`config.mk`:
```
export PLATFORM = sky130hd
export DESIGN_NAME = pedal_sensor_plausibility
export DESIGN_NICKNAME = d
export VERILOG_FILES = /design/src/rtl/psp_pkg.sv /design/src/rtl/psp_med_cell.sv /design/src/rtl/psp_sensor.sv /design/src/rtl/pedal_sensor_plausibility.sv
export SDC_FILE = /design/constraint.sdc
export NUM_CORES = 2
export LEC_CHECK = 0
export ABC_AREA = 1
export BUFFER_PORTS_ARGS = -buffer_cell sky130_fd_sc_hd__buf_2
export CORE_UTILIZATION = 60
export CTS_CLUSTER_DIAMETER = 40
export DETAILED_ROUTE_END_ITERATION = 10
export GPL_TIMING_DRIVEN = 0
export PLACE_DENSITY = 0.77
export SKIP_CTS_REPAIR_TIMING = 1
export SYNTH_ARGS = -nofsm -noshare
export SYNTH_HDL_FRONTEND = slang
export SYNTH_SLANG_ARGS = --single-unit
```
`constraint.sdc`:
```
create_clock -name clk -period 6.6 [get_ports clk]
set_input_delay 0.33 -clock clk [delete_from_list [all_inputs] [get_ports clk]]
set_output_delay 0.33 -clock clk [all_outputs]
set_load 0.02 [all_outputs]
```
`src/rtl/psp_pkg.sv`:
```
// Package for the pedal sensor plausibility block: payload types and constants.
package psp_pkg;

  localparam int unsigned MEDIAN_TAPS_DEF  = 5;
  localparam int unsigned AVERAGE_TAPS_DEF = 8;
  localparam int unsigned RANGE_MARGIN_DEF = 100;
  localparam int unsigned RELEASE_PCT_DEF  = 5;
  localparam int unsigned ADC_BITS_DEF     = 12;

  localparam int unsigned SampleW = ADC_BITS_DEF;
  localparam int unsigned PctW    = 7;
  localparam int unsigned CfgIdxW = 3;

  localparam logic [CfgIdxW-1:0] REG_ADC_MIN_A     = 3'd0;
  localparam logic [CfgIdxW-1:0] REG_ADC_MAX_A     = 3'd1;
  localparam logic [CfgIdxW-1:0] REG_ADC_MIN_B     = 3'd2;
  localparam logic [CfgIdxW-1:0] REG_ADC_MAX_B     = 3'd3;
  localparam logic [CfgIdxW-1:0] REG_DEADZONE      = 3'd4;
  localparam logic [CfgIdxW-1:0] REG_MISMATCH_LIM  = 3'd5;
  localparam logic [CfgIdxW-1:0] REG_MISMATCH_TOUT = 3'd6;
  localparam logic [CfgIdxW-1:0] REG_RANGE_TOUT    = 3'd7;

  localparam logic [1:0] FAULT_MISMATCH = 2'b01;
  localparam logic [1:0] FAULT_RANGE    = 2'b10;

  typedef struct packed {
    logic [SampleW-1:0] raw_a;
    logic [SampleW-1:0] raw_b;
    logic [31:0]        now_ms;
  } psp_in_t;

  typedef struct packed {
    logic [PctW-1:0] mean_pct;
    logic [PctW-1:0] percent_a;
    logic [PctW-1:0] percent_b;
    logic [1:0]      fault_code;
    logic            drive_enable;
  } psp_out_t;

endpackage

```
`src/rtl/psp_med_cell.sv`:
```
// One cell of the median window chain: holds one sample and a rank counter.
module psp_med_cell
  import psp_pkg::*;
#(
  parameter int unsigned CntW = 4
) (
  input  logic               clk,
  input  logic               rst_n,
  input  logic               occupied,   // this cell takes part in the median
  input  logic               clr_rank,   // start a new rank count
  input  logic               cmp_en,     // compare against the broadcast sample
  input  logic [SampleW-1:0] cmp_val,    // sample of the probe cell
  input  logic               cmp_before, // probe position lies before this cell
  input  logic               wr_en,
  input  logic [SampleW-1:0] wr_val,
  output logic [SampleW-1:0] val,
  output logic [CntW-1:0]    rank        // number of samples ordered below this one
);

  logic [SampleW-1:0] val_r;
  logic [CntW-1:0]    rank_r, rank_nxt;
  logic               below;

  // Ties are broken by position, giving a stable order like insertion sort.
  assign below = (cmp_val < val_r) || ((cmp_val == val_r) && cmp_before);

  always_comb begin
    rank_nxt = rank_r;
    if (clr_rank) begin
      rank_nxt = '0;
    end else if (cmp_en && occupied && below) begin
      rank_nxt = rank_r + CntW'(1);
    end
  end

  always_ff @(posedge clk) begin
    if (!rst_n) begin
      val_r  <= '0;
      rank_r <= '0;
    end else begin
      rank_r <= rank_nxt;
      if (wr_en) begin
        val_r <= wr_val;
      end
    end
  end

  assign val  = val_r;
  assign rank = rank_r;

endmodule

```
`src/rtl/psp_sensor.sv`:
```
// One sensor lane: median cell chain, moving average and percent normalization.
module psp_sensor
  import psp_pkg::*;
#(
  parameter int unsigned MEDIAN_TAPS  = MEDIAN_TAPS_DEF,
  parameter int unsigned AVERAGE_TAPS = AVERAGE_TAPS_DEF
) (
  input  logic               clk,
  input  logic               rst_n,
  input  logic               start,
  input  logic [SampleW-1:0] sample,
  input  logic [SampleW-1:0] cal_lo,
  input  logic [SampleW-1:0] cal_hi,
  input  logic [PctW-1:0]    deadzone,
  output logic               done,
  output logic [PctW-1:0]    pct
);

  localparam int unsigned MIdxW = (MEDIAN_TAPS > 1) ? $clog2(MEDIAN_TAPS) : 1;
  localparam int unsigned MCntW = $clog2(MEDIAN_TAPS + 1);
  localparam int unsigned AIdxW = (AVERAGE_TAPS > 1) ? $clog2(AVERAGE_TAPS) : 1;
  localparam int unsigned ACntW = $clog2(AVERAGE_TAPS + 1);
  localparam int unsigned SumW  = SampleW + ACntW;
  localparam int unsigned NumW  = SampleW + 7;

  typedef enum logic [3:0] {
    S_IDLE, S_WRITE, S_PROBE, S_PICK, S_ASUM, S_ADIV, S_PCTSET, S_PCTDIV,
    S_DZSET, S_DZDIV, S_DONE
  } state_t;

  state_t state_r;

  logic [MIdxW-1:0]   mslot_r;
  logic [MCntW-1:0]   mfill_r;
  logic [MIdxW-1:0]   probe_r;
  logic [SampleW-1:0] median_r;
  logic [SampleW-1:0] avg_win_r [AVERAGE_TAPS];
  logic [AIdxW-1:0]   aslot_r;
  logic [ACntW-1:0]   afill_r;
  logic [AIdxW-1:0]   aidx_r;
  logic [SumW-1:0]    sum_r;
  // Shared restoring divider, one quotient bit per cycle.
  logic [NumW-1:0]    num_r;
  logic [NumW-1:0]    den_r;
  logic [NumW-1:0]    rem_r;
  logic [NumW-1:0]    quo_r;
  logic [4:0]         bit_r;
  logic [PctW-1:0]    pct_r;
  logic [NumW-1:0]    rem_shift;

  logic [SampleW-1:0] cell_val  [MEDIAN_TAPS];
  logic [MCntW-1:0]   cell_rank [MEDIAN_TAPS];
  logic               clr_rank, cmp_en;
  logic [MCntW-1:0]   want_rank;

  assign clr_rank  = (state_r == S_WRITE);
  assign cmp_en    = (state_r == S_PROBE);
  assign want_rank = mfill_r >> 1;

  for (genvar g = 0; g < MEDIAN_TAPS; g++) begin : g_cell
    psp_med_cell #(.CntW(MCntW)) u_cell (
      .clk       (clk),
      .rst_n     (rst_n),
      .occupied  (MCntW'(g) < mfill_r),
      .clr_rank  (clr_rank),
      .cmp_en    (cmp_en),
      .cmp_val   (cell_val[probe_r]),
      .cmp_before(probe_r < MIdxW'(g)),
      .wr_en     (state_r == S_IDLE && start && mslot_r == MIdxW'(g)),
      .wr_val    (sample),
      .val       (cell_val[g]),
      .rank      (cell_rank[g])
    );
  end

  assign rem_shift = {rem_r[NumW-2:0], num_r[bit_r]};

  always_ff @(posedge clk) begin
    if (!rst_n) begin
      state_r <= S_IDLE;
      mslot_r <= '0;
      mfill_r <= '0;
      aslot_r <= '0;
      afill_r <= '0;
      probe_r <= '0;
      for (int i = 0; i < AVERAGE_TAPS; i++) begin
        avg_win_r[i] <= '0;
      end
    end else begin
      unique case (state_r)
        S_IDLE: begin
          if (start) begin
            mslot_r <= (mslot_r == MIdxW'(MEDIAN_TAPS - 1)) ? '0 : mslot_r + MIdxW'(1);
            if (mfill_r < MCntW'(MEDIAN_TAPS)) begin
              mfill_r <= mfill_r + MCntW'(1);
            end
            state_r <= S_WRITE;
          end
        end
        S_WRITE: begin
          probe_r <= '0;
          state_r <= S_PROBE;
        end
        S_PROBE: begin
          // Each occupied probe adds to the rank of every cell it sorts below.
          if (MCntW'(probe_r) + MCntW'(1) >= mfill_r) begin
            state_r <= S_PICK;
          end else begin
            probe_r <= probe_r + MIdxW'(1);
          end
        end
        S_PICK: begin
          for (int i = 0; i < MEDIAN_TAPS; i++) begin
            if (MCntW'(i) < mfill_r && cell_rank[i] == want_rank) begin
              median_r <= cell_val[i];
            end
          end
          state_r <= S_ASUM;
          aidx_r  <= '0;
          sum_r   <= '0;
        end
        S_ASUM: begin
          // First cycle stores the new median, then sums one entry a cycle.
          if (aidx_r == '0 && sum_r == '0) begin
            avg_win_r[aslot_r] <= median_r;
            aslot_r <= (aslot_r == AIdxW'(AVERAGE_TAPS - 1)) ? '0 : aslot_r + AIdxW'(1);
            if (afill_r < ACntW'(AVERAGE_TAPS)) begin
              afill_r <= afill_r + ACntW'(1);
            end
            sum_r <= {SumW{1'b1}};
          end else begin
            if (sum_r == {SumW{1'b1}}) begin
              sum_r <= SumW'(avg_win_r[aidx_r]);
            end else begin
              sum_r <= sum_r + SumW'(avg_win_r[aidx_r]);
            end
            if (ACntW'(aidx_r) + ACntW'(1) >= afill_r) begin
              state_r <= S_ADIV;
              num_r   <= NumW'((sum_r == {SumW{1'b1}}) ? SumW'(avg_win_r[aidx_r])
                                 : sum_r + SumW'(avg_win_r[aidx_r]));
              den_r   <= NumW'(afill_r);
              rem_r   <= '0;
              quo_r   <= '0;
              bit_r   <= 5'(NumW - 1);
            end else begin
              aidx_r <= aidx_r + AIdxW'(1);
            end
          end
        end
        S_ADIV, S_PCTDIV, S_DZDIV: begin
          if (rem_shift >= den_r) begin
            rem_r <= rem_shift - den_r;
            quo_r[bit_r] <= 1'b1;
          end else begin
            rem_r <= rem_shift;
          end
          if (bit_r == '0) begin
            unique case (state_r)
              S_ADIV:   state_r <= S_PCTSET;
              S_PCTDIV: state_r <= S_DZSET;
              default:  state_r <= S_DONE;
            endcase
          end else begin
            bit_r <= bit_r - 5'd1;
          end
        end
        S_PCTSET: begin
          // quo_r holds the averaged filter value.
          rem_r <= '0;
          bit_r <= 5'(NumW - 1);
          if (quo_r[SampleW-1:0] <= cal_lo) begin
            pct_r <= '0;
            state_r <= S_DONE;
          end else if (quo_r[SampleW-1:0] >= cal_hi) begin
            pct_r <= PctW'(100);
            state_r <= S_DONE;
          end else begin
            num_r <= NumW'(quo_r[SampleW-1:0] - cal_lo) * NumW'(100);
            den_r <= NumW'(cal_hi - cal_lo);
            quo_r <= '0;
            state_r <= S_PCTDIV;
          end
        end
        S_DZSET: begin
          rem_r <= '0;
          bit_r <= 5'(NumW - 1);
          if (quo_r <= NumW'(deadzone)) begin
            pct_r <= '0;
            state_r <= S_DONE;
          end else begin
            num_r <= (quo_r - NumW'(deadzone)) * NumW'(100);
            den_r <= NumW'(100) - NumW'(deadzone);
            quo_r <= '0;
            state_r <= S_DZDIV;
          end
        end
        S_DONE: begin
          if (quo_r > NumW'(100) && pct_r == '1) begin
            pct_r <= PctW'(100);
          end
          state_r <= S_IDLE;
        end
        default: state_r <= S_IDLE;
      endcase
      // The rescale quotient lands after its divide; clamp it there.
      if (state_r == S_DZDIV && bit_r == '0) begin
        pct_r <= '1;
      end
    end
  end

  logic [NumW-1:0] dz_final;
  assign dz_final = quo_r;

  always_comb begin
    pct = pct_r;
    if (pct_r == '1) begin
      pct = (dz_final > NumW'(100)) ? PctW'(100) : dz_final[PctW-1:0];
    end
  end

  assign done = (state_r == S_DONE);

endmodule

```
`src/rtl/pedal_sensor_plausibility.sv`:
```
// Top level of the dual pedal sensor filter with plausibility supervision.
//
// Input items arrive on the in_ channel (valid/stall) and carry two raw ADC
// samples and a millisecond tick. Each accepted transfer produces exactly one
// result transfer on the out_ channel: both sensor percents, their truncated
// mean, the latched fault code and the torque enable.
// Each sensor lane runs its median through a row of compare cells that rank
// the held samples, one probe per cycle, then sums the average window one
// entry a cycle and uses a shared bit-serial divider three times.
// With filled windows and a value between the calibration limits and above
// the deadzone, all three divides run before the result is registered and
// make up most of the work. A clamped value skips later divides.
// One item is in work at a time; in_stall is high while it is, so the next
// transfer can be taken while the result of the last one is offered.
// The result sits in an output register; while the receiver stalls it holds,
// the next item is taken and worked, and its result waits in the lanes with
// in_stall high until the output register is free.
// Synchronous reset clears windows, counters, debounce timers, latched faults
// and loads the default calibration. Configuration writes on the cfg_ port
// are always ready and should only occur while the block is idle.
module pedal_sensor_plausibility
  import psp_pkg::*;
#(
  parameter int unsigned MEDIAN_TAPS  = MEDIAN_TAPS_DEF,
  parameter int unsigned AVERAGE_TAPS = AVERAGE_TAPS_DEF,
  parameter int unsigned RANGE_MARGIN = RANGE_MARGIN_DEF,
  parameter int unsigned RELEASE_PCT  = RELEASE_PCT_DEF
) (
  input  logic               clk,
  input  logic               rst_n,
  input  logic               in_valid,
  output logic               in_stall,
  input  psp_in_t            in_data,
  output logic               out_valid,
  input  logic               out_stall,
  output psp_out_t           out_data,
  input  logic               cfg_valid,
  output logic               cfg_ready,
  input  logic [CfgIdxW-1:0] cfg_index,
  input  logic [15:0]        cfg_data
);

  logic [SampleW-1:0] min_a_r, max_a_r, min_b_r, max_b_r;
  logic [PctW-1:0]    dz_r, mlim_r;
  logic [15:0]        mtout_r, rtout_r;

  assign cfg_ready = 1'b1;

  always_ff @(posedge clk) begin
    if (!rst_n) begin
      min_a_r <= 12'd400;  max_a_r <= 12'd3200;
      min_b_r <= 12'd400;  max_b_r <= 12'd3200;
      dz_r    <= 7'd5;     mlim_r  <= 7'd10;
      mtout_r <= 16'd100;  rtout_r <= 16'd100;
    end else if (cfg_valid && cfg_ready) begin
      unique case (cfg_index)
        REG_ADC_MIN_A:     min_a_r <= cfg_data[SampleW-1:0];
        REG_ADC_MAX_A:     max_a_r <= cfg_data[SampleW-1:0];
        REG_ADC_MIN_B:     min_b_r <= cfg_data[SampleW-1:0];
        REG_ADC_MAX_B:     max_b_r <= cfg_data[SampleW-1:0];
        REG_DEADZONE:      dz_r    <= cfg_data[PctW-1:0];
        REG_MISMATCH_LIM:  mlim_r  <= cfg_data[PctW-1:0];
        REG_MISMATCH_TOUT: mtout_r <= cfg_data;
        REG_RANGE_TOUT:    rtout_r <= cfg_data;
        default: ;
      endcase
    end
  end

  // Sequencing: one item in work, result register decoupled from the input.
  logic    busy_r, start, done_a, done_b, da_r, db_r;
  psp_in_t item_r;
  logic [PctW-1:0] pa, pb;

  assign in_stall = busy_r;
  assign start    = in_valid && !in_stall;

  always_ff @(posedge clk) begin
    if (start) item_r <= in_data;
  end

  psp_sensor #(.MEDIAN_TAPS(MEDIAN_TAPS), .AVERAGE_TAPS(AVERAGE_TAPS)) u_lane_a (
    .clk(clk), .rst_n(rst_n), .start(start), .sample(in_data.raw_a),
    .cal_lo(min_a_r), .cal_hi(max_a_r), .deadzone(dz_r), .done(done_a), .pct(pa)
  );
  psp_sensor #(.MEDIAN_TAPS(MEDIAN_TAPS), .AVERAGE_TAPS(AVERAGE_TAPS)) u_lane_b (
    .clk(clk), .rst_n(rst_n), .start(start), .sample(in_data.raw_b),
    .cal_lo(min_b_r), .cal_hi(max_b_r), .deadzone(dz_r), .done(done_b), .pct(pb)
  );

  logic [PctW-1:0] pa_r, pb_r;
  logic both_done;
  assign both_done = (da_r || done_a) && (db_r || done_b);

  // Debounce and fault latch.
  logic        mrun_r, rrun_a_r, rrun_b_r, latched_r;
  logic [31:0] msince_r, rsince_a_r, rsince_b_r;
  logic [1:0]  bits_r;
  logic [PctW-1:0] fa, fb, diff;
  logic        mcond, rcond_a, rcond_b, merr, rerr_a, rerr_b;
  logic [1:0]  newbits;
  logic [SampleW:0] low_a, low_b, high_a, high_b;

  assign fa   = done_a ? pa : pa_r;
  assign fb   = done_b ? pb : pb_r;
  assign diff = (fa > fb) ? fa - fb : fb - fa;
  assign mcond = diff > mlim_r;

  assign low_a  = ({1'b0, min_a_r} > (SampleW+1)'(RANGE_MARGIN))
                  ? {1'b0, min_a_r} - (SampleW+1)'(RANGE_MARGIN) : '0;
  assign low_b  = ({1'b0, min_b_r} > (SampleW+1)'(RANGE_MARGIN))
                  ? {1'b0, min_b_r} - (SampleW+1)'(RANGE_MARGIN) : '0;
  assign high_a = {1'b0, max_a_r} + (SampleW+1)'(RANGE_MARGIN);
  assign high_b = {1'b0, max_b_r} + (SampleW+1)'(RANGE_MARGIN);
  assign rcond_a = ({1'b0, item_r.raw_a} < low_a) || ({1'b0, item_r.raw_a} > high_a);
  assign rcond_b = ({1'b0, item_r.raw_b} < low_b) || ({1'b0, item_r.raw_b} > high_b);

  assign merr   = mcond && mrun_r && ((item_r.now_ms - msince_r) > 32'(mtout_r));
  assign rerr_a = rcond_a && rrun_a_r && ((item_r.now_ms - rsince_a_r) > 32'(rtout_r));
  assign rerr_b = rcond_b && rrun_b_r && ((item_r.now_ms - rsince_b_r) > 32'(rtout_r));
  assign newbits = (merr ? FAULT_MISMATCH : 2'b00) | ((rerr_a || rerr_b) ? FAULT_RANGE : 2'b00);

  logic       fin;
  logic       lat_nxt;
  logic [1:0] bits_nxt;
  assign fin = busy_r && both_done && !(out_valid && out_stall);

  always_comb begin
    lat_nxt  = latched_r;
    bits_nxt = bits_r;
    if (newbits != 2'b00) begin
      lat_nxt  = 1'b1;
      bits_nxt = newbits;
    end else if (latched_r && fa <= PctW'(RELEASE_PCT) && fb <= PctW'(RELEASE_PCT)) begin
      lat_nxt  = 1'b0;
      bits_nxt = 2'b00;
    end
  end

  always_ff @(posedge clk) begin
    if (!rst_n) begin
      busy_r <= 1'b0; da_r <= 1'b0; db_r <= 1'b0; out_valid <= 1'b0;
      mrun_r <= 1'b0; rrun_a_r <= 1'b0; rrun_b_r <= 1'b0;
      msince_r <= '0; rsince_a_r <= '0; rsince_b_r <= '0;
      latched_r <= 1'b0; bits_r <= '0;
    end else begin
      if (out_valid && !out_stall) out_valid <= 1'b0;
      if (start) busy_r <= 1'b1;
      if (done_a) begin da_r <= 1'b1; pa_r <= pa; end
      if (done_b) begin db_r <= 1'b1; pb_r <= pb; end
      if (fin) begin
        busy_r <= 1'b0; da_r <= 1'b0; db_r <= 1'b0;
        out_valid <= 1'b1;
        mrun_r   <= mcond;
        if (mcond && !mrun_r) msince_r <= item_r.now_ms;
        rrun_a_r <= rcond_a;
        if (rcond_a && !rrun_a_r) rsince_a_r <= item_r.now_ms;
        rrun_b_r <= rcond_b;
        if (rcond_b && !rrun_b_r) rsince_b_r <= item_r.now_ms;
        latched_r <= lat_nxt;
        bits_r    <= bits_nxt;
        out_data.mean_pct     <= PctW'(({1'b0, fa} + {1'b0, fb}) >> 1);
        out_data.percent_a    <= fa;
        out_data.percent_b    <= fb;
        out_data.fault_code   <= bits_nxt;
        out_data.drive_enable <= !lat_nxt;
      end
    end
  end

  a_torque: assert property (@(posedge clk) disable iff (!rst_n)
    out_valid |-> (out_data.drive_enable == (out_data.fault_code == 2'b00)))
    else $error("torque enable disagrees with fault code");
  a_one_item: assert property (@(posedge clk) disable iff (!rst_n)
    start |=> busy_r)
    else $error("accepted item not in work");
  a_pct: assert property (@(posedge clk) disable iff (!rst_n)
    out_valid |-> (out_data.percent_a <= 7'd100 && out_data.percent_b <= 7'd100))
    else $error("percent out of range");

endmodule

```
==> metrics <==
status finished clean; worst slew pin tran 1270 ps; total gr overflow 0; die height between 300 and 400 um; Total Routed Length 202000 um; Final Setup Violations 0; Num CTS Buffers approximately 140; MaxCap Viol Count 0; Async SR Flop Fraction 0%; leading area contributor after synthesis edfxtp_1; Setup CP Type reg -> reg; DRT Pass-1 Iters 6; CP endpoint kind flip-flop; Worst EP required between 7000 and 8000 ps; total power about 0.02 W; routed length per instance around 20 um; drt via density 5.82; cell area after synthesis 64400 um2; Synth Flop Type edfxtp_1; total global-route track usage between 30% and 40%; worst skew pair latency 790 ps; post-synth top area share 23.3%; DIE WIDTH 330 um; initial antenna violation count 14; Post-Synthesis Cells 8419; Max Slew Vio Count 0; Switch Pwr 0.00753 W; maximum vdd drop roughly 0.00026 V; Layout Skew 31.9 ps; most common cell after layout, fill and taps aside nand2_1; Logic pwr share 31.9%; number of I/O pins 107; CTS tree built; crit-path max cell delay 540 ps; Worst Hold Class in -> reg; Power Density 284 nW/um2; Synth Register Bits 896; Yosys cell types 78; Final Core Density around 70%; Crit-path slowest cell nor3_1; Worst path most repeated cell inv_1; die footprint 109000 um2; Leak roughly 33 nW; Ys Warns 0; Port Buffer Count 104; fmax ~160 MHz; Post-Syn Area per Cell between 7 and 8 um2; antenna viol nets, final 0; H-tree depth 4; Clk network pwr share 36.8%; DPL Wire Length 157000 um; vias in the first global route roughly 56000; final-stage net count 9569; row cnt 119; internal power ~0.013 W; Net Sw Frac 36.6%; CTS root buf clkbuf_16; Vias approximately 60000; Worst Path Max Fanout 10; top area cells in the synthesized netlist edfxtp_1 (23%), ha_1 (13%), dfxtp_1 (12%); Critical Path Start Type flip-flop; Post-synth EDFFs 500; final worst slack 486 ps; Crit path arrival time 6760 ps; drt initial violations 5520; DR DRC count 0; Clock Sinks 896; Tmin final 6110 ps; Seq pwr share 31.3%; CORE AREA ~110000 um2; clock buffer depth 3; Initial Util roughly 60%; Final GP Congestion between 1 and 1.5; FILL cells 8895; period utilization 92.6%; Layout area overhead 12.3%; final hold viol count 0; hold_ws approximately 56 ps; Post-Syn Nets 9253; commonest cells after routing, fill and taps aside nand2_1 (1577), inv_1 (1346), nor2_1 (868), a21oi_1 (803), ha_1 (692); share of layout cells above drive strength 1 about 6.5%; clock slew at reported path FFs 60 ps; Rel. slew slack roughly 16%; Seq/Total Area, Yosys 35.6%; largest net degree at the start of global routing 33; first-pass GRT wire length 307000 um; pre-CTS WS 411 ps; RSZ-0062 raised after global routing false
-- path summary, 6_finish.rpt --
check | slack, ps | endpoint | start | cells after the start
min | 60 | dz_r[2] | cfg_data[2] | 3
min reg2reg | 460 | rsince_b_r[0] | rsince_b_r[0] | 2
max | 490 | msince_r[24] | u_lane_b.dz_final[16] | 29
max reg2reg | 490 | msince_r[24] | u_lane_b.dz_final[16] | 29
-- stage by stage --
step / instance area, um2 / setup TNS (ps) / instances
CTS: 71600 / 0 / 10200
global route: 72300 / 0 / 10200
detailed placement: 66800 / 0 / 9922
finish: 72300 / 0 / 10200
global placement: 66600 / -60700 / 9914
floorplan: 64400 / 0 / 8419
-- worst max-delay path: cells and delay by family (launching register included) --
kind                       cells  cell delay, ps
buffers and inverters          6             870
muxes                          1             370
adders and majority gates      2             470
xor gates and xnor gates       1             170
and+or+nand+nor               11            1760
AOI/OAI and AO/OA              8            1860
DFF                            1             430
-- synthesized netlist by cell type (all sizes together) (39+ instances only) --
cell	n
a21oi	811
nand4	107
nor2	910
o21ai	677
xnor2	39
a211oi	46
xor2	151
buf	57
nand2	1613
edfxtp	500
fa	62
nand3	299
nor3	85
dfxtp	396
clkbuf	156
inv	1367
ha	692
o211ai	82
o32ai	50
-- power groups by stage --
stage / sequential (W) / clock, W / combinational, W
CTS: 0.00642 / 0.00759 / 0.00644
finish: 0.00643 / 0.00756 / 0.00656
global route: 0.00645 / 0.00784 / 0.00738
detailed placement: 0.00653 / 0 / 0.00638
floorplan: 0.00643 / 0 / 0.00465
global placement: 0.00653 / 0 / 0.00621
-- layer usage --
| metal | track usage [%] | up-vias | wire [um] |
|---|---|---|---|
| li1 | - | 28900 | - |
| met1 | 45.3 | 27500 | 80400 |
| met2 | 59.8 | 2631 | 92400 |
| met3 | 6.48 | 614 | 16900 |
| met4 | 20.7 | 10 | 12400 |
| met5 | 0 | - | 53 |
-- sequential cells by signal, indices dropped and copies added, names as in the netlist, 24 cells and up, named ones only --
name	count
item_r	56
msince_r	32
out_data	24
rsince_a_r	32
rsince_b_r	32
u_lane_a.avg_win_r	96
u_lane_a.g_cell.u_cell.val	60
u_lane_b.avg_win_r	96
u_lane_b.g_cell.u_cell.val	60
-- final cells by class --
class	instances	area (um2)	share of cell area (%)
timing repair buffer	176	1300	1.80
clock inverter	101	1220	1.68
sequential	896	22900	31.7
multi-input combinational	5939	35400	48.9
antenna	3	7.51	0.0104
clock buffer	157	3610	4.99
buffer	213	977	1.35
inverter	1371	5150	7.12
tap	1391	1740	2.41
-- logic make-up after synthesis --
kind of cell,synth area share [%]
other,0.00583
AND/OR/NAND/NOR,20.3
AO/OA/AOI/OAI,16.5
flip-flops,35.6
buffers and inverters,9.52
multiplexers,0.0661
XOR/XNOR,2.60
adder cells (fa/ha/maj),15.4
Power figures use the tool's default switching activity.
